==> config.mk <==
export PLATFORM = sky130hd
export DESIGN_NAME = simple_moving_average
export DESIGN_NICKNAME = d
export VERILOG_FILES = /design/src/sma_pkg.sv /design/src/sma_div.sv /design/src/sma_datapath.sv /design/src/sma_ctrl.sv /design/src/simple_moving_average.sv
export SDC_FILE = /design/constraint.sdc
export NUM_CORES = 2
export LEC_CHECK = 0
export ABC_CLOCK_PERIOD_IN_PS = 6450
export BUFFER_PORTS_ARGS = -buffer_cell sky130_fd_sc_hd__buf_4
export CORE_ASPECT_RATIO = 1.75
export CORE_MARGIN = 2
export CORE_UTILIZATION = 63
export DETAILED_ROUTE_END_ITERATION = 6
export HOLD_SLACK_MARGIN = 0.08
export PLACE_DENSITY = 0.79
export SLEW_MARGIN = 30
export SYNTH_ARGS = -nofsm -noshare
export SYNTH_HDL_FRONTEND = slang
export SYNTH_HIERARCHICAL = 1
export SYNTH_SLANG_ARGS = --single-unit
==> constraint.sdc <==
create_clock -name clk -period 6.45 [get_ports clk]
set_clock_uncertainty 0.2 [all_clocks]
set_input_delay 1.29 -clock clk [delete_from_list [all_inputs] [get_ports clk]]
set_output_delay 1.29 -clock clk [all_outputs]
set_load 0.05 [all_outputs]
==> src/sma_pkg.sv <==
// ----------------------------------------------------------------------------
// sma_pkg
// Shared widths, reset values and controller/datapath interface types
// for the moving average block.
// ----------------------------------------------------------------------------
package sma_pkg;

	localparam int SAMPLE_W = 24;
	localparam int WLEN_W   = 7;
	localparam logic [WLEN_W-1:0] WLEN_RESET = 7'd8;

	typedef struct packed {
		logic load;
		logic read;
		logic accum;
		logic div_start;
		logic out_load;
	} sma_cmd_t;

	typedef struct packed {
		logic div_busy;
		logic out_free;
	} sma_stat_t;

endpackage

==> src/sma_div.sv <==
// ----------------------------------------------------------------------------
// sma_div
// Bit-serial signed by unsigned divider, one quotient bit per cycle,
// quotient truncated toward zero.
// ----------------------------------------------------------------------------
module sma_div
	import sma_pkg::*;
#(
	parameter int SUM_W = 30,
	parameter int LEN_W = 7
) (
	input  logic                       clk,
	input  logic                       arst_n,
	input  logic                       start,
	input  logic signed [SUM_W-1:0]    dividend,
	input  logic        [LEN_W-1:0]    divisor,
	output logic                       busy,
	output logic signed [SAMPLE_W-1:0] quotient
);

	localparam int CNT_W = $clog2(SUM_W);

	logic             busy_q;
	logic [CNT_W-1:0] cnt_q;
	logic [SUM_W-1:0] mag_q;
	logic [LEN_W-1:0] rem_q;
	logic [LEN_W-1:0] div_q;
	logic             neg_q;
	logic [LEN_W:0]   trial;
	logic             fits;
	logic [SUM_W-1:0] quot_signed;

	assign trial = {rem_q, mag_q[SUM_W-1]};
	assign fits  = trial >= {1'b0, div_q};

	always_ff @(posedge clk or negedge arst_n) begin
		if (!arst_n) begin
			busy_q <= 1'b0;
			cnt_q  <= '0;
		end else if (start) begin
			busy_q <= 1'b1;
			cnt_q  <= '0;
		end else if (busy_q) begin
			cnt_q <= cnt_q + 1'b1;
			if (cnt_q == CNT_W'(SUM_W - 1)) begin
				busy_q <= 1'b0;
			end
		end
	end

	always_ff @(posedge clk) begin
		if (start) begin
			mag_q <= dividend[SUM_W-1] ? (~dividend + 1'b1) : dividend;
			neg_q <= dividend[SUM_W-1];
			rem_q <= '0;
			div_q <= divisor;
		end else if (busy_q) begin
			if (fits) begin
				rem_q <= LEN_W'(trial - {1'b0, div_q});
			end else begin
				rem_q <= trial[LEN_W-1:0];
			end
			mag_q <= {mag_q[SUM_W-2:0], fits};
		end
	end

	assign quot_signed = neg_q ? (~mag_q + 1'b1) : mag_q;
	assign quotient    = quot_signed[SAMPLE_W-1:0];
	assign busy        = busy_q;

endmodule

==> src/sma_datapath.sv <==
// ----------------------------------------------------------------------------
// sma_datapath
// Sample ring, running sum, fill count, divider and output register.
// ----------------------------------------------------------------------------
module sma_datapath
	import sma_pkg::*;
#(
	parameter int MAX_WINDOW = 64
) (
	input  logic                clk,
	input  logic                arst_n,
	input  sma_cmd_t            cmd,
	output sma_stat_t           stat,
	input  logic [SAMPLE_W-1:0] in_sample,
	input  logic                in_start,
	input  logic                cfg_write,
	input  logic [WLEN_W-1:0]   cfg_data,
	output logic                out_valid,
	input  logic                out_ready,
	output logic [SAMPLE_W-1:0] out_average,
	output logic                out_average_valid
);

	localparam int EFF_MAX = (MAX_WINDOW < 127) ? MAX_WINDOW : 127;
	localparam int LEN_W   = $clog2(EFF_MAX + 1);
	localparam int SUM_W   = SAMPLE_W + $clog2(EFF_MAX);
	localparam int AW      = $clog2(MAX_WINDOW);
	localparam int OW      = AW + 1;
	localparam int CW      = (WLEN_W > OW) ? WLEN_W : OW;

	logic [SAMPLE_W-1:0] ring_mem [MAX_WINDOW];

	logic [WLEN_W-1:0]       wlen_q;
	logic [LEN_W-1:0]        len;
	logic [SAMPLE_W-1:0]     sample_q;
	logic [SAMPLE_W-1:0]     old_q;
	logic signed [SUM_W-1:0] sum_q;
	logic [AW-1:0]           wp_q;
	logic [LEN_W-1:0]        fill_q;
	logic                    valid_q;
	logic                    full;
	logic [OW-1:0]           wp_x;
	logic [OW-1:0]           len_x;
	logic [OW-1:0]           old_x;
	logic [AW-1:0]           old_addr;
	logic signed [SUM_W-1:0] sample_ext;
	logic signed [SUM_W-1:0] old_ext;
	logic                    div_busy;
	logic [SAMPLE_W-1:0]     quotient;
	logic                    out_valid_q;
	logic [SAMPLE_W-1:0]     avg_q;
	logic                    avg_valid_q;

	// effective window length, zero taken as one, clamped to ring depth
	always_comb begin
		if (wlen_q == '0) begin
			len = LEN_W'(1);
		end else if (CW'(wlen_q) > CW'(MAX_WINDOW)) begin
			len = LEN_W'(MAX_WINDOW);
		end else begin
			len = LEN_W'(wlen_q);
		end
	end

	assign full  = fill_q >= len;
	assign wp_x  = OW'(wp_q);
	assign len_x = OW'(len);

	always_comb begin
		if (wp_x >= len_x) begin
			old_x = wp_x - len_x;
		end else begin
			old_x = wp_x + OW'(MAX_WINDOW) - len_x;
		end
	end

	assign old_addr   = old_x[AW-1:0];
	assign sample_ext = {{(SUM_W-SAMPLE_W){sample_q[SAMPLE_W-1]}}, sample_q};
	assign old_ext    = full ? {{(SUM_W-SAMPLE_W){old_q[SAMPLE_W-1]}}, old_q} : '0;

	always_ff @(posedge clk) begin
		if (cmd.load) begin
			sample_q <= in_sample;
		end
		if (cmd.read) begin
			old_q          <= ring_mem[old_addr];
			ring_mem[wp_q] <= sample_q;
		end
	end

	always_ff @(posedge clk or negedge arst_n) begin
		if (!arst_n) begin
			wlen_q  <= WLEN_RESET;
			sum_q   <= '0;
			wp_q    <= '0;
			fill_q  <= '0;
			valid_q <= 1'b0;
		end else if (cfg_write) begin
			wlen_q <= cfg_data;
			sum_q  <= '0;
			wp_q   <= '0;
			fill_q <= '0;
		end else if (cmd.load && in_start) begin
			sum_q  <= '0;
			wp_q   <= '0;
			fill_q <= '0;
		end else if (cmd.accum) begin
			sum_q   <= sum_q - old_ext + sample_ext;
			wp_q    <= (wp_q == AW'(MAX_WINDOW - 1)) ? '0 : wp_q + 1'b1;
			fill_q  <= full ? fill_q : fill_q + 1'b1;
			valid_q <= full || ((fill_q + 1'b1) == len);
		end
	end

	sma_div #(
		.SUM_W (SUM_W),
		.LEN_W (LEN_W)
	) u_div (
		.clk      (clk),
		.arst_n   (arst_n),
		.start    (cmd.div_start),
		.dividend (sum_q),
		.divisor  (len),
		.busy     (div_busy),
		.quotient (quotient)
	);

	// output register
	always_ff @(posedge clk or negedge arst_n) begin
		if (!arst_n) begin
			out_valid_q <= 1'b0;
		end else if (cmd.out_load) begin
			out_valid_q <= 1'b1;
		end else if (out_ready) begin
			out_valid_q <= 1'b0;
		end
	end

	always_ff @(posedge clk) begin
		if (cmd.out_load) begin
			avg_q       <= valid_q ? quotient : '0;
			avg_valid_q <= valid_q;
		end
	end

	assign out_valid         = out_valid_q;
	assign out_average       = avg_q;
	assign out_average_valid = avg_valid_q;

	assign stat.div_busy = div_busy;
	assign stat.out_free = !out_valid_q || out_ready;

endmodule

==> src/sma_ctrl.sv <==
// ----------------------------------------------------------------------------
// sma_ctrl
// Sequencer for one request: ring access, sum update, division and
// hand-off to the output register.
// ----------------------------------------------------------------------------
module sma_ctrl
	import sma_pkg::*;
(
	input  logic      clk,
	input  logic      arst_n,
	input  logic      in_valid,
	output logic      in_ready,
	input  sma_stat_t stat,
	output sma_cmd_t  cmd
);

	typedef enum logic [5:0] {
		ST_IDLE   = 6'b000001,
		ST_READ   = 6'b000010,
		ST_ACCUM  = 6'b000100,
		ST_DSTART = 6'b001000,
		ST_DIV    = 6'b010000,
		ST_DONE   = 6'b100000
	} state_t;

	state_t state_q;
	state_t state_nxt;

	always_comb begin
		state_nxt = state_q;
		cmd       = '0;
		in_ready  = 1'b0;
		case (state_q)
			ST_IDLE: begin
				in_ready = 1'b1;
				if (in_valid) begin
					cmd.load  = 1'b1;
					state_nxt = ST_READ;
				end
			end
			ST_READ: begin
				cmd.read  = 1'b1;
				state_nxt = ST_ACCUM;
			end
			ST_ACCUM: begin
				cmd.accum = 1'b1;
				state_nxt = ST_DSTART;
			end
			ST_DSTART: begin
				cmd.div_start = 1'b1;
				state_nxt     = ST_DIV;
			end
			ST_DIV: begin
				if (!stat.div_busy) begin
					state_nxt = ST_DONE;
				end
			end
			ST_DONE: begin
				if (stat.out_free) begin
					cmd.out_load = 1'b1;
					state_nxt    = ST_IDLE;
				end
			end
			default: begin
				state_nxt = ST_IDLE;
			end
		endcase
	end

	always_ff @(posedge clk or negedge arst_n) begin
		if (!arst_n) begin
			state_q <= ST_IDLE;
		end else begin
			state_q <= state_nxt;
		end
	end

endmodule

==> src/simple_moving_average.sv <==
// ----------------------------------------------------------------------------
// simple_moving_average
// Boxcar moving average over a programmable window of signed samples.
//
// Input stream s_axis: one sample per request, tuser flags the first sample
// of a new series. Output stream m_axis: one result per sample, the window
// average truncated toward zero, tuser set once the window has filled.
// cfg: write of window_length; it also restarts the current series.
// Lengths of zero read as one, lengths above MAX_WINDOW as MAX_WINDOW.
//
// A sample is registered, then passes through the ring read, the sum update
// and the bit-serial divider, which retires one quotient bit per cycle, into
// the output register that drives m_axis. A new request is taken only once
// the last result is handed to the output register.
// The sample ring is a memory with one read and one write port inside the
// datapath, touched once per request.
//
// Reset clears the sum, fill count and write pointer and loads a window of
// 8; the ring needs no clearing. When the receiver stalls, the finished
// result waits in the output register while the next sample is taken and
// processed; it then holds until the register frees.
// ----------------------------------------------------------------------------
module simple_moving_average
	import sma_pkg::*;
#(
	parameter int MAX_WINDOW = 64
) (
	input  logic                clk,
	input  logic                arst_n,
	input  logic                s_axis_tvalid,
	output logic                s_axis_tready,
	input  logic [23:0]         s_axis_tdata,  // [23:0] sample
	input  logic                s_axis_tuser,  // [0] series_start
	output logic                m_axis_tvalid,
	input  logic                m_axis_tready,
	output logic [23:0]         m_axis_tdata,  // [23:0] average
	output logic                m_axis_tuser,  // [0] average_valid
	input  logic                cfg_valid,
	output logic                cfg_ready,
	input  logic [WLEN_W-1:0]   cfg_data
);

	sma_cmd_t  cmd;
	sma_stat_t stat;

	assign cfg_ready = 1'b1;

	sma_ctrl u_ctrl (
		.clk      (clk),
		.arst_n   (arst_n),
		.in_valid (s_axis_tvalid),
		.in_ready (s_axis_tready),
		.stat     (stat),
		.cmd      (cmd)
	);

	sma_datapath #(
		.MAX_WINDOW (MAX_WINDOW)
	) u_dp (
		.clk               (clk),
		.arst_n            (arst_n),
		.cmd               (cmd),
		.stat              (stat),
		.in_sample         (s_axis_tdata),
		.in_start          (s_axis_tuser),
		.cfg_write         (cfg_valid && cfg_ready),
		.cfg_data          (cfg_data),
		.out_valid         (m_axis_tvalid),
		.out_ready         (m_axis_tready),
		.out_average       (m_axis_tdata),
		.out_average_valid (m_axis_tuser)
	);

	// results before the window fills carry a zero average
	a_invalid_zero: assert property (@(posedge clk) disable iff (!arst_n)
		m_axis_tvalid && !m_axis_tuser |-> m_axis_tdata == '0)
		else $error("unfilled window result with nonzero average");

	// one request at a time
	a_single_request: assert property (@(posedge clk) disable iff (!arst_n)
		s_axis_tvalid && s_axis_tready |=> !s_axis_tready)
		else $error("input taken while a request is in flight");

	// no sample taken while the divider runs
	a_div_blocks_input: assert property (@(posedge clk) disable iff (!arst_n)
		stat.div_busy |-> !s_axis_tready)
		else $error("input ready during division");

	// a result is loaded only into a free output register
	a_out_load_free: assert property (@(posedge clk) disable iff (!arst_n)
		cmd.out_load |-> stat.out_free)
		else $error("output register overwritten");

endmodule
Word-level counts from Yosys, hierarchy flattened
Memories as Yosys holds them, arrays and structs flattened. A register that Yosys moved wholly into a read port is not among the register bits. Cells that the tools add are included.

$add $sub $neg: 11. Multipliers: 0. Div/mod/pow operators: 0. Order comparisons: 4. Equality and inequality tests: 13. Shifts and indexed selects: 0. Muxes and demuxes: 41. Bitwise operators: 4. Reduce and logical (&&, ||, !) cells: 11.

Operator list (number): $mux 30 (7); $mux 7 (7); $mux 6 (8); $pmux 6 s6 (1); $add 30x1->30 const B (1); $add 30x24->30 (1); $not 30->30 (1); $sub 30x30->30 (1); $add 24x1->24 const B (1); $mux 24 (1); $not 24->24 (1); $mux 1 (15); $add 6x1->6 const B (2); $eq 6x6->1 const B (2); $sub 6x6->6 (2); $mux 5 (2); $ge 8x7->1 (1); $add 7x1->7 const B (1); $eq 7x7->1 (1); $ge 6x7->1 (1); $ge 7x7->1 (1); $gt 7x7->1 const B (1); $logic_not 7->1 (1); $sub 7x7->7 (1); 17 further kinds (23).

Flip-flop bits (word level): 158. Latch bits: 0. RAM bits: 1536. Bits in read-only memories: 0. Input bits: 37. Memories kept: 1.

Memory list: u_dp.ring_mem (words 64, width 24, read ports 1, clocked after Yosys merged registers in 1, wr ports 1, RTL line sma_datapath.sv:31) `logic [SAMPLE_W-1:0] ring_mem [MAX_WINDOW];`.

Longest topological paths before layout
Depth in word-level cells: 10. Gate-level depth with buffers: 25.

Cells and area by module
Netlist, hierarchy kept.

By module, submodules not included: sma_datapath (times used 1, cells each 3082, area an instance 66301.1 sq um, seq. area each 49618.8 sq um); sma_div (times used 1, cells each 373, area an instance 3453.3 sq um, seq. area each 1431.4 sq um); sma_ctrl (times used 1, cells each 35, area an instance 345.3 sq um, seq. area each 151.4 sq um); simple_moving_average (times used 1, cells each 2, area an instance 11.3 sq um, seq. area each 0.0 sq um).

Least setup slack after synthesis
Ideal clock, no wire load.

Kind: register to register. Start: register u_dp.wlen_q[3]. End: register u_dp.sum_q[23]. Setup time: 0.104 ns. Arrival time: 5.402 ns. Required time: 6.146 ns. Slack: 0.744 ns. Cell stages (with the launch flop): 25. Path buffers: 2. Clock period less this slack: 5.706 ns. Path through: dfstp_2 -> nor3_1 -> a21oi_1 -> nor2_1 -> ha_1 -> nand2b_1 -> a21o_1 -> a21o_1 -> a21o_1 -> a211o_1 -> a21oi_1 -> clkbuf_1 -> clkbuf_1 -> nor2b_1 -> fa_1 -> inv_1 -> ha_1 -> nand4_2 -> nor2_1 -> nand2_2 -> a2111oi_2 -> nor2_1 -> o31a_1 -> or4b_1 -> o311ai_1.

Longest elaborated chain between the ends: 10.

RTL lines: start: declaration (RTL line sma_datapath.sv:33) `logic [WLEN_W-1:0] wlen_q;`; start signal: assignment (RTL line sma_datapath.sv:99) `wlen_q <= cfg_data;`; $gt 7x7->1 (RTL line sma_datapath.sv:58) `end else if (CW'(wlen_q) > CW'(MAX_WINDOW)) begin`; $mux 7 (RTL line sma_datapath.sv:58); $mux 7 * (RTL line sma_datapath.sv:56) `if (wlen_q == '0) begin`; net u_dp.len[0] (RTL line sma_datapath.sv:34) `logic [LEN_W-1:0] len;`; $ge 7x7->1 * (RTL line sma_datapath.sv:65) `assign full = fill_q >= len;`; $mux 30 * (RTL line sma_datapath.sv:79) `assign old_ext = full ? {{(SUM_W-SAMPLE_W){old_q[SAMPLE_W-1]}}, old_q} : '0;`; $sub 30x30->30 * (RTL line sma_datapath.sv:108) `sum_q <= sum_q - old_ext + sample_ext;`; $add 30x24->30 * (RTL line sma_datapath.sv:108); $mux 30 * (RTL line sma_datapath.sv:107) `end else if (cmd.accum) begin`; $mux 30 * (RTL line sma_datapath.sv:103) `end else if (cmd.load && in_start) begin`; $mux 30 * (RTL line sma_datapath.sv:98) `end else if (cfg_write) begin`; end signal: assignment (RTL line sma_datapath.sv:108); end: declaration (RTL line sma_datapath.sv:37) `logic signed [SUM_W-1:0] sum_q;`.

Mark *: on every way through the listed nets, which the timed path passes. The rest lies on a longest branch. The select of a mux whose other input is x is not followed. A chain may end at the register's enable or synchronous reset.

Worst setup path in the final report
Start: register u_dp.wlen_q[1]. End: register u_dp.sum_q[23].

Same word-level chain as after synthesis.

==> metrics.md <==
| Metric | Value |
|---|---|
| Final hold violation count | 0 |
| Synthesized instance count | 3,492 |
| GPL Wtd Cong | 0.849 |
| Post-DP Area | 73,200 µm² |
| GRT Util Overall | 34.4% |
| Drt total wl | 191 mm |
| Number of global-route vias before repair | 38,635 |
| Post_cts resized | 0 |
| VDD IR-drop max | 0.000330 V |
| Via density | 7.01 |
| Yosys cell types | 74 |
| Tmin final | 6.18 ns |
| Nets | 3,801 |
| Synth top area cells | edfxtp_1 71%, mux4_2 15%, dfrtp_1 2.2% |
| Period utilization | 95.8% |
| Congestion Overflow GR | 0 |
| Share of cells above drive strength 1 | 26.1% |
| CTS Buffer Depth | 3 |
| Total Negative Setup Slacks | 0 ns |
| Worst Tran Pin Value | 1.08 ns |
| Area delta synth->final | 11.0% |
| Synthesized area per cell | 20.1 µm² |
| Critical path type | reg -> reg |
| Largest net degree at the start of global routing | 73 |
| Top cell type's share of synthesized area | 70.5% |
| Synth Flop Type | edfxtp_1 |
| Iteration-0 DRC count of the detailed router | 5,499 |
| Hold Crit Class | in -> async |
| Synth Register Bits | 1,718 |
| Pleak | 25.5 nW |
| Area leader, netlist | edfxtp_1 |
| Buf/Inv on CP | 2 |
| Initial core utilization | 63.6% |
| Die Footprint | 114,000 µm² |
| Critical path's top delay family | compound AO/OA/AOI/OAI gates |
| First-pass GRT wire length | 273 mm |
| Synthesized area | 70,100 µm² |
| Max Fclk | 0.162 GHz |
| Root Buffer | clkbuf_16 |
| Post-layout util | 70.6% |
| CTS tree | built |
| EDFF count, synth | 1,647 |
| Status | finished clean |
| Slowest stage delay, CP | 0.68 ns |
| FFs w/ async S/R, synth | 3.73% |
| Peak fanout along the critical path | 29 |
| Worst path slowest cell | a2111oi_2 |
| Unrepaired setup endpoints after global routing | no |
| Clock slew at reported path FFs | 0.06 ns |
| Initial antenna violation count | 14 |
| Max Cap Viol | 0 |
| CP required | 6.92 ns |
| Hold-fix buffers, CTS | 0 |
| Startpoint Class | register |
| Die W | 256 µm |
| Drt first pass iters | 6 |
| Crit-path cells | nor3_1 > a21oi_1 > nor2_1 > ha_1 > nand2b_1 > a21o_1 > a21o_1 > a21o_1 > a211o_1 > a21oi_2 > buf_12 > nor2b_1 > fa_1 > inv_1 > ha_1 > nand3_1 > o211ai_2 > nand2_2 > a2111oi_2 > nor2_1 > o31a_1 > or4b_1 > o311ai_1 |
| Die Height | 445 µm |
| # setup viols final | 0 |
| Synth Net Count | 3,616 |
| DRT antenna net count | 0 |
| Worst-Skew Late Latency | 0.79 ns |
| DP Wirelength | 106 mm |
| Commonest cells in the netlist | 1,647 x edfxtp_1, 480 x mux4_2, 169 x nor2_1, 149 x inv_1, 106 x clkbuf_1 |
| Synthesis Warnings | 6 |
| Vias | 36,869 |
| Placeable Area | 110,000 µm² |
| Total clock sinks | 1,718 |
| Slew Viols, Final | 0 |
| Cell Pwr Density | 376 nW/µm² |
| Crit-path most repeated cell | a21o_1 |
| Htree depth | 4 |
| Count leader, synth | edfxtp_1 |
| PortBufs | 63 |
| Routed wire per std cell | 36.3 µm |
| Rel. slew slack | 27.5% |
| Post-synthesis sequential area ratio | 73.0% |
| Crit end category | register |
| Final Cell Area | 77,800 µm² |
| DRC violations left | 0 |
| CTS buffer count | 145 |
| Worst EP arrival | 6.65 ns |
| Post-CTS Setup Repair Bufs | 0 |
| Cell Rows | 161 |
| # IOs | 65 |
## logic make-up after synthesis
family                   Yosys count  synth area share [%]
AO/OA/AOI/OAI                    283                  2.64
XOR/XNOR                          99                  1.24
adder cells (fa/ha/maj)           87                  1.88
other                              1               0.00535
multiplexers                     529                  16.1
flip-flops                      1718                  73.0
AND/OR/NAND/NOR                  458                  3.27
buffers and inverters            317                  1.80
## routing by layer
layer | routed length, µm | up-vias | global-route usage (%) | part of all wire, %
met4 | 15800 | 6 | 24.3 | 8.3
met5 | 39 | - | 0 | 0.020
met1 | 58700 | 18877 | 39.5 | 31
li1 | - | 14516 | - | -
met2 | 97800 | 2805 | 57.9 | 51
met3 | 18900 | 665 | 7.21 | 9.9
## layout make-up
type	count	area (µm²)
Timing Repair Buffer	206	1750
Multi-Input combinational cell	1457	17900
Antenna cell	6	15.0
Inverter	149	559
Fill cell	6200	32400
Sequential cell	1718	51200
Tap cell	1467	1840
Clock buffer	178	3840
Clock inverter	81	737
## power by group
part / internal [mW] / switching (mW) / leakage [nW] / total (mW)
clock network: 4.70 / 4.03 / 2.22 / 8.73
registers: 13.2 / 0.353 / 15.7 / 13.5
logic: 2.73 / 4.30 / 7.58 / 7.03
## stage by stage
stage / worst slack (ns) / total power, mW / instances / hold WS [ns]
after CTS: 0.351 / 29.3 / 5254 / 0.313
after detailed placement: 0.391 / 20.6 / 4995 / 0.305
after global placement: 0.443 / 20.3 / 4994 / 0.286
after global routing: 0.00903 / 30.0 / 5261 / 0.223
final: 0.273 / 29.3 / 5262 / 0.226
after floorplan: 0.744 / 18.1 / 3492 / 0.268
## worst register-to-register path, cell delays in order, from the launching register on
cell and delay, ns:
dfrtp_1 0.39, nor3_1 0.19, a21oi_1 0.09, nor2_1 0.18, ha_1 0.27, nand2b_1 0.14, a21o_1 0.17, a21o_1 0.16
a21o_1 0.18, a211o_1 0.38, a21oi_2 0.21, buf_12 0.20, nor2b_1 0.11, fa_1 0.49, inv_1 0.05, ha_1 0.37
nand3_1 0.12, o211ai_2 0.24, nand2_2 0.12, a2111oi_2 0.68, nor2_1 0.15, o31a_1 0.34, or4b_1 0.53, o311ai_1 0.11
## registers in the layout, indices dropped and copies added, names as in the netlist, 7 cells and up
signal            flops
u_dp/out_average     24
u_dp/old_q           24
u_dp/ring_mem      1536
u_dp/u_div/div_q      7
u_dp/wlen_q           7
u_dp/u_div/rem_q      7
u_dp/u_div/mag_q     30
u_dp/sample_q        24
u_dp/sum_q           30
u_dp/fill_q           7
## layout by cell type, fill, tap and decap left out, types with 26 or more instances in the layout
| cell | count |
|---|---|
| nor2_1 | 104 |
| a21oi_1 | 93 |
| buf_4 | 190 |
| o31ai_1 | 26 |
| edfxtp_1 | 1647 |
| clkinv_1 | 34 |
| mux2i_1 | 42 |
| xor2_1 | 45 |
| fa_1 | 30 |
| nand2_1 | 71 |
| inv_1 | 149 |
| dfrtp_1 | 61 |
| mux4_2 | 480 |
| nor2b_1 | 54 |
| o21ai_0 | 44 |
| clkbuf_16 | 149 |
| clkbuf_1 | 29 |
| and2_1 | 29 |
| xnor2_1 | 50 |
| a211oi_1 | 37 |
| ha_1 | 55 |
| nor2_2 | 63 |
## worst paths after layout
check                                          from                  end  slack, ns  cells past startpoint
worst max-delay path                 u_dp/wlen_q[1]       u_dp/sum_q[23]       0.27                     23
worst min-delay path                         arst_n  u_dp/u_div/cnt_q[0]       0.23                      1
worst max register to register       u_dp/wlen_q[1]       u_dp/sum_q[23]       0.27                     23
worst min register to register  u_dp/u_div/rem_q[6]  u_dp/u_div/rem_q[6]       0.31                      2
max in group asynchronous                    arst_n       u_dp/sum_q[29]       5.26                      2
min in group clk                u_dp/u_div/rem_q[6]  u_dp/u_div/rem_q[6]       0.31                      2
(Power assumes the default switching activity.)
